**config.mk**
```make
export PLATFORM = sky130hd
export DESIGN_NAME = multibulk_request_parser
export DESIGN_NICKNAME = d
export VERILOG_FILES = /design/src/sv/mbrp_pkg.sv /design/src/sv/mbrp_len_digit.sv /design/src/sv/mbrp_fsm.sv /design/src/sv/multibulk_request_parser.sv
export SDC_FILE = /design/constraint.sdc
export NUM_CORES = 1
export LEC_CHECK = 0
export BUFFER_PORTS_ARGS = -buffer_cell sky130_fd_sc_hd__buf_2
export CORE_MARGIN = 2
export CORE_UTILIZATION = 35
export DETAILED_ROUTE_END_ITERATION = 8
export PLACE_DENSITY = 0.57
export SYNTH_ARGS = -nofsm -noshare
export SYNTH_HDL_FRONTEND = slang
export SYNTH_SLANG_ARGS = --single-unit
```
**constraint.sdc**
```tcl
create_clock -name clk -period 5.2 [get_ports clk]
set_input_delay 0.52 -clock clk [delete_from_list [all_inputs] [get_ports clk]]
set_output_delay 0.52 -clock clk [all_outputs]
set_load 0.005 [all_outputs]
```
**src/sv/mbrp_pkg.sv**
```systemverilog
// Types, character codes and event codes shared by the multibulk request parser.
// No dependencies.
package mbrp_pkg;

  localparam int BYTE_W  = 8;
  localparam int EVENT_W = 2;
  localparam int IDX_W   = 4;
  localparam int LIM_W   = 16;
  localparam int CMP_W   = 20;

  localparam logic [BYTE_W-1:0] CH_STAR   = 8'h2A;
  localparam logic [BYTE_W-1:0] CH_DOLLAR = 8'h24;
  localparam logic [BYTE_W-1:0] CH_CR     = 8'h0D;
  localparam logic [BYTE_W-1:0] CH_LF     = 8'h0A;
  localparam logic [BYTE_W-1:0] CH_ZERO   = 8'h30;
  localparam logic [BYTE_W-1:0] CH_NINE   = 8'h39;

  localparam logic [LIM_W-1:0] MAX_LEN_RST = 16'd4096;

  localparam logic [EVENT_W-1:0] EV_BYTE = 2'd0;
  localparam logic [EVENT_W-1:0] EV_END  = 2'd1;
  localparam logic [EVENT_W-1:0] EV_ERR  = 2'd2;

  typedef enum logic [11:0] {
    PH_HDR_STAR   = 12'b0000_0000_0001,
    PH_HDR_DIGIT  = 12'b0000_0000_0010,
    PH_HDR_CR     = 12'b0000_0000_0100,
    PH_HDR_LF     = 12'b0000_0000_1000,
    PH_ARG_DOLLAR = 12'b0000_0001_0000,
    PH_ARG_FIRST  = 12'b0000_0010_0000,
    PH_ARG_DIGITS = 12'b0000_0100_0000,
    PH_ARG_LF     = 12'b0000_1000_0000,
    PH_PAYLOAD    = 12'b0001_0000_0000,
    PH_TRAIL1     = 12'b0010_0000_0000,
    PH_TRAIL2     = 12'b0100_0000_0000,
    PH_DEAD       = 12'b1000_0000_0000
  } phase_t;

  typedef struct packed {
    logic [EVENT_W-1:0] event_res;
    logic [BYTE_W-1:0]  payload_byte;
    logic [IDX_W-1:0]   arg_index;
    logic               request_done;
  } res_t;

  typedef struct packed {
    logic is_digit;
    logic over;
  } dig_stat_t;

endpackage

```
**src/sv/mbrp_len_digit.sv**
```systemverilog
// Length digit unit: classifies a byte as a decimal digit and folds it into
// the declared length, flagging a value above the effective limit. Uses mbrp_pkg.
module mbrp_len_digit import mbrp_pkg::*; #(
  parameter int ACC_W = 16
) (
  input  logic [BYTE_W-1:0] data_byte,
  input  logic [ACC_W-1:0]  accum,
  input  logic [LIM_W-1:0]  max_len,
  output dig_stat_t         stat,
  output logic [ACC_W-1:0]  accum_nxt
);

  localparam logic [LIM_W-1:0] CAP = {LIM_W{1'b1}} >> (LIM_W - ACC_W);

  logic [ACC_W+3:0] wide;
  logic [LIM_W-1:0] lim;

  always_comb begin
    wide = {accum, 3'b000} + {2'b00, accum, 1'b0} + (ACC_W+4)'(data_byte[3:0]);
    lim  = (max_len > CAP) ? CAP : max_len;
    stat.is_digit = (data_byte >= CH_ZERO) && (data_byte <= CH_NINE);
    stat.over     = CMP_W'(wide) > CMP_W'(lim);
    accum_nxt     = wide[ACC_W-1:0];
  end

endmodule

```
**src/sv/mbrp_fsm.sv**
```systemverilog
// Framing state machine: holds the parse phase, argument counters and length
// state, and forms at most one result per byte. Uses mbrp_pkg and mbrp_len_digit.
module mbrp_fsm import mbrp_pkg::*; #(
  parameter int ACC_W = 16
) (
  input  logic              clk,
  input  logic              rst_n,
  input  logic              fire,
  input  logic [BYTE_W-1:0] data_byte,
  input  logic [LIM_W-1:0]  max_len,
  output logic              res_vld,
  output res_t              res
);

  phase_t            phase_r, phase_nxt;
  logic [IDX_W-1:0]  total_r, total_nxt;
  logic [IDX_W-1:0]  count_r, count_nxt;
  logic [ACC_W-1:0]  accum_r, accum_nxt;
  logic [ACC_W-1:0]  left_r, left_nxt;
  logic [ACC_W-1:0]  dig_accum;
  dig_stat_t         dig;
  logic              err;
  logic              hdr;
  logic              done;

  mbrp_len_digit #(.ACC_W(ACC_W)) u_digit (
    .data_byte (data_byte),
    .accum     (accum_r),
    .max_len   (max_len),
    .stat      (dig),
    .accum_nxt (dig_accum)
  );

  always_comb begin
    phase_nxt = phase_r;
    total_nxt = total_r;
    count_nxt = count_r;
    accum_nxt = accum_r;
    left_nxt  = left_r;
    res_vld   = 1'b0;
    res       = '0;
    err       = 1'b0;
    done      = ({1'b0, count_r} + 5'd1) >= {1'b0, total_r};
    hdr       = (phase_r == PH_HDR_STAR) || (phase_r == PH_HDR_DIGIT) ||
                (phase_r == PH_HDR_CR) || (phase_r == PH_HDR_LF);
    case (phase_r)
      PH_HDR_STAR: begin
        if (data_byte != CH_STAR) err = 1'b1;
        else phase_nxt = PH_HDR_DIGIT;
      end
      PH_HDR_DIGIT: begin
        if (!dig.is_digit) err = 1'b1;
        else begin
          total_nxt = data_byte[IDX_W-1:0];
          phase_nxt = PH_HDR_CR;
        end
      end
      PH_HDR_CR: begin
        if (data_byte != CH_CR) err = 1'b1;
        else phase_nxt = PH_HDR_LF;
      end
      PH_HDR_LF: begin
        if (data_byte != CH_LF) err = 1'b1;
        else begin
          count_nxt = '0;
          phase_nxt = (total_r == '0) ? PH_HDR_STAR : PH_ARG_DOLLAR;
        end
      end
      PH_ARG_DOLLAR: begin
        if (data_byte != CH_DOLLAR) err = 1'b1;
        else begin
          accum_nxt = '0;
          phase_nxt = PH_ARG_FIRST;
        end
      end
      PH_ARG_FIRST: begin
        if (!dig.is_digit || dig.over) err = 1'b1;
        else begin
          accum_nxt = dig_accum;
          phase_nxt = PH_ARG_DIGITS;
        end
      end
      PH_ARG_DIGITS: begin
        if (dig.is_digit) begin
          if (dig.over) err = 1'b1;
          else accum_nxt = dig_accum;
        end else if (data_byte != CH_CR) begin
          err = 1'b1;
        end else begin
          phase_nxt = PH_ARG_LF;
        end
      end
      PH_ARG_LF: begin
        if (data_byte != CH_LF) err = 1'b1;
        else begin
          left_nxt  = accum_r;
          phase_nxt = (accum_r == '0) ? PH_TRAIL1 : PH_PAYLOAD;
        end
      end
      PH_PAYLOAD: begin
        left_nxt = left_r - ACC_W'(1);
        if (left_r == ACC_W'(1)) phase_nxt = PH_TRAIL1;
        res_vld          = 1'b1;
        res.event_res    = EV_BYTE;
        res.payload_byte = data_byte;
        res.arg_index    = count_r;
      end
      PH_TRAIL1: begin
        phase_nxt = PH_TRAIL2;
      end
      PH_TRAIL2: begin
        res_vld          = 1'b1;
        res.event_res    = EV_END;
        res.arg_index    = count_r;
        res.request_done = done;
        if (done) begin
          count_nxt = '0;
          phase_nxt = PH_HDR_STAR;
        end else begin
          count_nxt = count_r + IDX_W'(1);
          phase_nxt = PH_ARG_DOLLAR;
        end
      end
      PH_DEAD: begin
        phase_nxt = PH_DEAD;
      end
      default: begin
        phase_nxt = PH_DEAD;
      end
    endcase
    if (err) begin
      phase_nxt     = PH_DEAD;
      res_vld       = 1'b1;
      res           = '0;
      res.event_res = EV_ERR;
      res.arg_index = hdr ? '0 : count_r;
    end
  end

  always_ff @(posedge clk) begin
    if (!rst_n) begin
      phase_r <= PH_HDR_STAR;
      total_r <= '0;
      count_r <= '0;
      accum_r <= '0;
      left_r  <= '0;
    end else if (fire) begin
      phase_r <= phase_nxt;
      total_r <= total_nxt;
      count_r <= count_nxt;
      accum_r <= accum_nxt;
      left_r  <= left_nxt;
    end
  end

endmodule

```
**src/sv/multibulk_request_parser.sv**
```systemverilog
// Top level of the multibulk request parser: input register, framing state
// machine and result register, plus the length limit register. Uses mbrp_pkg, mbrp_fsm.
//
// Takes one stream byte per clock cycle with no bubbles while out_stall is low;
// each byte waits in the input register, is parsed by the framing state machine
// when it fires, and its result, if any, is captured in the result register.
// The rate is set by the state update in the framing state machine. No clearing pass
// follows reset. After a protocol error the block drops every byte until reset.
module multibulk_request_parser import mbrp_pkg::*; #(
  parameter int LEN_BITS = 16
) (
  input  logic               clk,
  input  logic               rst_n,
  input  logic               in_valid,
  output logic               in_stall,
  input  logic [BYTE_W-1:0]  in_data_byte,
  output logic               out_valid,
  input  logic               out_stall,
  output logic [EVENT_W-1:0] out_event_res,
  output logic [BYTE_W-1:0]  out_payload_byte,
  output logic [IDX_W-1:0]   out_arg_index,
  output logic               out_request_done,
  input  logic               cfg_we,
  input  logic [LIM_W-1:0]   cfg_max_arg_len
);

  localparam int ACC_W = (LEN_BITS < LIM_W) ? LEN_BITS : LIM_W;

  logic              ivld_r;
  logic [BYTE_W-1:0] idata_r;
  logic              ovld_r;
  res_t              ores_r;
  logic [LIM_W-1:0]  max_len_r;
  logic              adv;
  logic              fire;
  logic              res_vld;
  res_t              res;

  assign adv      = !ovld_r || !out_stall;
  assign fire     = ivld_r && adv;
  assign in_stall = ivld_r && !adv;

  mbrp_fsm #(.ACC_W(ACC_W)) u_fsm (
    .clk       (clk),
    .rst_n     (rst_n),
    .fire      (fire),
    .data_byte (idata_r),
    .max_len   (max_len_r),
    .res_vld   (res_vld),
    .res       (res)
  );

  // input register
  always_ff @(posedge clk) begin
    if (!rst_n) begin
      ivld_r <= 1'b0;
    end else if (in_valid && !in_stall) begin
      ivld_r <= 1'b1;
    end else if (adv) begin
      ivld_r <= 1'b0;
    end
  end

  always_ff @(posedge clk) begin
    if (in_valid && !in_stall) idata_r <= in_data_byte;
  end

  // result register
  always_ff @(posedge clk) begin
    if (!rst_n) begin
      ovld_r <= 1'b0;
    end else if (fire) begin
      ovld_r <= res_vld;
    end else if (!out_stall) begin
      ovld_r <= 1'b0;
    end
  end

  always_ff @(posedge clk) begin
    if (fire) ores_r <= res;
  end

  always_ff @(posedge clk) begin
    if (!rst_n) begin
      max_len_r <= MAX_LEN_RST;
    end else if (cfg_we) begin
      max_len_r <= cfg_max_arg_len;
    end
  end

  assign out_valid        = ovld_r;
  assign out_event_res    = ores_r.event_res;
  assign out_payload_byte = ores_r.payload_byte;
  assign out_arg_index    = ores_r.arg_index;
  assign out_request_done = ores_r.request_done;

endmodule

```
==> flow_summary.ini, run 1 <==
[logic_synthesis]
synth_simple_gate_area_share_pct = 25.93
syn_area_um2 = 6414
syn_inst = 729
synth.avg_cell_area_um2 = 8.798
synth_async_sr_flop_share_pct = 0
synth_fp_nets = 814
muxShareOfSynthArea_pct = 4.155
synth_largest_type_area_fraction_pct = 21.85
synth-adder-area-share_pct = 11.16
synth-seq-cells = 93
synth_compound_gate_area_share_pct = 19.06
synth_top_family_by_area = simple AND/OR/NAND/NOR gates
synth_seq_area_share_pct = 32.62
ys_top_cells_by_area = dfxtp_1 22%, edfxtp_1 11%, ha_1 11%
ys_dominant_reg_cell = dfxtp_1
synth-edff-count = 23
synthDistinctLibCells = 81
ys_warn_count = 0
yosys.area.top_type = dfxtp_1
synthXorXnorAreaFrac_pct = 2.575

[worst_hold_path]
hold_path.class = in2reg
hold_path_depth = 1
hold-path-endpoint = idata_r[7]
critical_hold_path_startpoint = in_data_byte[7]

[clocking]
clk_pin_slew_ps = 70
clk-insertion-delay-late_ps = 350
numCtsBuffers = 9
cts.root.buffer_cell = clkbuf_16
tritoncts = built
cts-htree-levels = 3
clockBufferDepth = 2
numClockSinks = 93

[place]
place.port_buffers = 45
final_hpwl_dp_um = 12190
routabilityCongestion = 0.8502

[pwr]
vdd_ir_drop_max_mv = 0.2458
power.density_nw_per_um2 = 228.4
power.leakage_nw = 3.048

[timing]
timing.final.setup_violations = 0
setup-tns-final_ps = 0
worst_slew_pin_slew_ps = 1004
finalHoldViolCount = 0
slew-limit-headroom_pct = 32.85
rsz0062_at_grt = no
fin_skew_ps = 11.40
max_freq_mhz = 207.6
finalWorstPathRequiredPeriod_ps = 4817
final-max-slew-violation-count = 0
finalCritPeriodShare_pct = 92.64

[run_status]
outcome = finished clean

[floorplan]
design.die.area_um2 = 19420
die_height_um = 139.4
io_pins = 46
core_area_um2 = 17960
start_util_pct = 35.70
floorplan.rows = 49
chipWidth_um = 139.4

[job]
cap_viol_max_count = 0

[global_route]
initial_antenna_violation_count = 0
grt_max_degree = 71
global_route_wire_length_before_repair_um = 26830
grt_pass1_vias = 5033
globalRouteTotalUtil_pct = 16.97
globalRoute.totalOverflow = 0

[finish]
drive_gt1_share_pct = 14.06
final_net_count = 848
area_growth_pct = 12.04
antennaDiodeCount = 0
utilization_pct = 40.00

[worst_setup_path]
worst-endpoint-arrival_ps = 5000
worst_path_dominant_cell_family = compound AO/OA/AOI/OAI gates
timing.critical_path.fanout_max = 5
critical_path_buf_inv_count = 1
worst_path_max_delay_cell = fa_1
critical_path.max_stage_delay_ps = 470
crit_required_ps = 5380
r2r.worst_path.cells = 19
regToRegSetupSlack_ps = 380
r2r_end = out_arg_index[3]
cp-start-kind = flop
timing.setup.critical_path_class = reg2reg
rr_startpoint = idata_r[3]
worstSetupEndpointType = flop
cp_cell_sequence = inv_1 > fa_1 > fa_1 > nand2b_1 > a21o_1 > a22o_4 > o21bai_1 > a21oi_1 > o21ai_0 > xor2_1 > ha_1 > o21ai_0 > nor2_1 > nor2_1 > nand4_1 > o2bb2a_4 > a41o_1 > a21boi_1 > nor3b_1

[detailed_routing]
wl_per_cell_um = 16.55
post-route-drc-count = 0
via_count = 5427
routed_wirelength_um = 16500
drt_first_iter_violations = 369
final_antenna_net_count = 0
routed_via_density = 5.443
first_pass_iters = 5
-- area by class of cell --
class,count,area [um^2]
clock inverters,6,93.84
clock buffers,10,229.0
well taps,229,286.5
repair buffers,53,297.8
fillers,1861,10780
inverters,41,153.9
flip-flops and latches,93,2092
multi-input cells,565,4033
-- layer usage --
metal / share of wire, % / up-vias / GRT usage [%] / wire [um]
met4: 1.3 / 0 / 4.253 / 210
met5: 0 / - / 0 / 0
met2: 45 / 124 / 26.37 / 7347
met1: 50 / 2549 / 24.71 / 8210
li1: - / 2741 / - / -
met3: 4.4 / 13 / 2.546 / 731
-- what timing repair did --
item	4_1_cts	5_1_grt
hold buffers	0	0
setup endpoints to repair	0	2
endpoints found under the hold margin	0	0
buffers inserted	0	3
gates resized for setup	0	0
-- power breakdown --
part	total (W)	switching, W	internal, W
logic	0.000134	0.0000796	0.0000547
registers	0.000774	0.0000135	0.000760
clock network	0.000733	0.000307	0.000427
-- synthesized netlist by cell type, types with 6 or more instances --
library cell / count
o21ai_0: 16
nor2_1: 69
nand2b_1: 10
or4_1: 7
xnor2_1: 10
a41oi_1: 8
edfxtp_1: 23
nor4_1: 13
nor2b_1: 36
clkbuf_1: 22
o21ai_1: 24
o211ai_1: 7
a21o_1: 17
a21oi_1: 38
nor3b_1: 7
a41o_1: 10
ha_1: 54
and2_1: 18
xor2_1: 7
mux2i_1: 24
nand4_1: 20
nor3_1: 13
inv_1: 41
nand2_1: 48
dfxtp_1: 70
buf_2: 6
nand3_1: 12
-- worst max path at each step --
stage                           from           endpoint  depth (start not counted)
after floorplan           idata_r[3]  u_fsm.accum_r[13]                         20
after global placement    idata_r[3]  u_fsm.accum_r[10]                         19
after detailed placement  idata_r[3]   u_fsm.accum_r[8]                         19
after CTS                 idata_r[3]   u_fsm.accum_r[8]                         19
after global routing      idata_r[3]   out_arg_index[3]                         19
final                     idata_r[3]   out_arg_index[3]                         19
-- sequential cells by signal, indices dropped and copies added (netlist names), 4 cells and up --
| signal | count |
|---|---|
| idata_r | 8 |
| max_len_r | 16 |
| out_arg_index | 4 |
| out_payload_byte | 8 |
| u_fsm.accum_r | 16 |
| u_fsm.count_r | 4 |
| u_fsm.left_r | 16 |
| u_fsm.phase_r | 12 |
| u_fsm.total_r | 4 |
-- placed cells by master, fill, tap and decap left out, types with 8 or more instances in the layout --
cell type	n
o21ai_1	24
a41oi_1	8
nand4_1	20
nor3_1	13
mux2i_1	24
nand2b_1	10
a21oi_1	38
inv_1	41
ha_1	54
clkbuf_16	9
xnor2_1	10
nor2b_1	36
o21ai_0	16
and2_1	18
a41o_1	10
a21o_1	17
nand3_1	12
nor4_1	13
nor2_1	69
edfxtp_1	23
nand2_1	48
dfxtp_1	70
buf_2	45
-- through the flow --
step                total power (W)  hold slack, ps  instance area (um^2)  setup slack (ps)  cells
floorplan                 0.0008800           443.8                  6414             922.8    729
global placement          0.0009241           460.3                  6828             444.4    978
detailed placement        0.0009240           469.3                  6828             275.5    978
CTS                        0.001657           338.5                  7151             250.3    994
global route               0.001701           338.6                  7186             68.43    997
finish                     0.001642           346.0                  7186             382.6    997
-- cells by family (layout without fill, tap and decap cells) --
kind of cell	count (synthesis)	in the layout
mux	26	26
buf+inv	71	110
simple gates	293	293
compound gates	172	172
xor+xnor	18	18
fa+ha+maj	56	56
flops	93	93
-- worst reg2reg max path, delay by kind of cell (launching register included) --
kind                       cells  cell delay [ps]
and+or+nand+nor                5              730
AOI/OAI and AO/OA              9             1840
buffers and inverters          1              190
adders and majority gates      3             1220
DFF                            1              440
xor gates and xnor gates       1              230
Note: power is estimated with default switching activity, not from simulation.
==> run 2, diff against run 1 <==
--- a/config.mk
+++ b/config.mk
@@ -10,6 +10,7 @@
 export CORE_UTILIZATION = 35
 export DETAILED_ROUTE_END_ITERATION = 8
 export PLACE_DENSITY = 0.57
+export RECOVER_POWER = 50
 export SYNTH_ARGS = -nofsm -noshare
 export SYNTH_HDL_FRONTEND = slang
 export SYNTH_SLANG_ARGS = --single-unit
==> run 2 against run 1 <==
Effect of this change:
- the flow now finishes with violations (capacitance limit, slew limit)
- routed wire length increased by 0.27%
- non-clock buffer count unchanged
- via count about the same
- utilization decreased by 0.098 points
- worst hold slack about the same
- final area decreased by 0.24%
- critical path type unchanged
- critical endpoint unchanged
==> flow_summary.ini, run 2 (synthesis gave the netlist of run 1 again) <==
[run_status]
outcome = finished with violations
failed_checks = capacitance limit, slew limit

[detailed_routing]
first_pass_iters = 5
post-route-drc-count = 0
routed_wirelength_um = 16540
via_count = 5422
final_antenna_net_count = 0
drt_first_iter_violations = 372
routed_via_density = 5.438
wl_per_cell_um = 16.59

[clocking]
tritoncts = built
hold_buffers = 0
cts-htree-levels = 3
numClockSinks = 93
numCtsBuffers = 9
clk_pin_slew_ps = 70
cts-resized-gates = 0
cts_setup_buffers = 0
cts.root.buffer_cell = clkbuf_16
clk-insertion-delay-late_ps = 350
clockBufferDepth = 2

[timing]
slew-limit-headroom_pct = -91.57
final-max-slew-violation-count = 71
max_freq_mhz = 208.3
worst_slew_pin_slew_ps = 2874
setup-tns-final_ps = 0
finalWorstPathRequiredPeriod_ps = 4800
timing.final.setup_violations = 0
finalCritPeriodShare_pct = 92.31
rsz0062_at_grt = no
finalHoldViolCount = 0
fin_skew_ps = 11.90
final_critical_path_setup_slack_ps = 399.8

[floorplan]
design.die.area_um2 = 19420
io_pins = 46
floorplan.rows = 49
start_util_pct = 35.70
core_area_um2 = 17960
die_height_um = 139.4
chipWidth_um = 139.4

[finish]
drive_gt1_share_pct = 12.76
regArea_um2 = 2092
finish.cell_count_without_fillers = 997
final_net_count = 848
final_cell_mix = 70 x dfxtp_1, 69 x nor2_1, 54 x ha_1, 48 x nand2_1, 41 x inv_1
area_growth_pct = 11.76
fill_cells = 1860
multiInputGateArea_um2 = 4033
utilization_pct = 39.90
antennaDiodeCount = 0
largestRegisters = max_len_r (16), u_fsm.accum_r (16), u_fsm.left_r (16)
layout_commonest_cell = dfxtp_1

[global_route]
globalRoute.totalOverflow = 0
globalRouteTotalUtil_pct = 16.97
initial_antenna_violation_count = 0
grt_pass1_vias = 5033
grt_max_degree = 71
global_route_wire_length_before_repair_um = 26830

[pwr]
power.density_nw_per_um2 = 228.7
power_w = 0.001639
power.leakage_nw = 3.019
vdd_ir_drop_max_mv = 0.2461

[worst_setup_path]
critical_path.max_stage_delay_ps = 470
r2r.worst_path.cells = 19
r2r_end = out_arg_index[3]
critical_path_buf_inv_count = 1
timing.critical_path.fanout_max = 5
regToRegSetupSlack_ps = 400
worst-endpoint-arrival_ps = 4890
timing.setup.critical_path_class = reg2reg
worst_path_max_delay_cell = fa_1
worstSetupEndpointType = flop
worst_path_dominant_cell_family = compound AO/OA/AOI/OAI gates
crit_required_ps = 5290
crit_path_start = idata_r[3]
cp-start-kind = flop
cp_cell_sequence = inv_1 > fa_1 > fa_1 > nand2b_1 > a21o_1 > a22o_4 > o21bai_1 > a21oi_1 > o21ai_0 > xor2_1 > ha_1 > o21ai_0 > nor2_1 > nor2_1 > nand4_1 > o2bb2a_4 > a41o_1 > and3_4 > nor3b_1
rr_startpoint = idata_r[3]

[worst_hold_path]
hold_path_depth = 1
hold-path-endpoint = idata_r[7]
hold_path.class = in2reg
critical_hold_path_startpoint = in_data_byte[7]

[place]
routabilityCongestion = 0.8502
final_hpwl_dp_um = 12190
dp_worst_setup_slack_ps = 275.5
place.port_buffers = 45
dp_cells = 978

[job]
cap_viol_max_count = 1
## run 2: changes by cell type in the layout (fill, tap and decap cells not counted), sizes merged
cell,previous run,this run
clkbuf,10,18
buf,53,45
## run 2: final cells by class
| class | instances | area share, % |
|---|---|---|
| clock buffer | 10 | 3.194 |
| clock inverter | 6 | 1.309 |
| inverter | 41 | 2.147 |
| multi-input combinational | 565 | 56.26 |
| sequential | 93 | 29.18 |
| tap | 229 | 3.997 |
| timing repair buffer | 53 | 3.910 |
## run 2: through the flow
| step | instance area, um^2 | hold slack, ps |
|---|---|---|
| 2_1_floorplan | 6414 | 443.8 |
| 3_3_place_gp | 6828 | 460.3 |
| 3_5_place_dp | 6828 | 469.3 |
| 4_1_cts | 7151 | 338.5 |
| 5_1_grt | 7168 | 338.6 |
| 6_report | 7168 | 346.0 |
## run 2: report_power, final
group	internal [W]	leakage (nW)	total (W)	switching, W
sequential	0.000760	0.778	0.000774	0.0000135
combinational	0.0000542	2.09	0.000134	0.0000796
clock	0.000426	0.154	0.000732	0.000305
## run 2: how the worst max path moves through the flow
| stage | to | slack [ps] | cells after the start |
|---|---|---|---|
| floorplan | u_fsm.accum_r[13] | 920 | 20 |
| global placement | u_fsm.accum_r[10] | 440 | 19 |
| detailed placement | u_fsm.accum_r[8] | 280 | 19 |
| CTS | u_fsm.accum_r[8] | 250 | 19 |
| global route | out_arg_index[3] | 70 | 19 |
| finish | out_arg_index[3] | 400 | 19 |
## run 2: metal layers
layer | GRT usage (%) | share of wire, %
met5 | 0 | 0
met4 | 4.253 | 1.3
met3 | 2.546 | 4.3
met2 | 26.37 | 45
met1 | 24.71 | 50
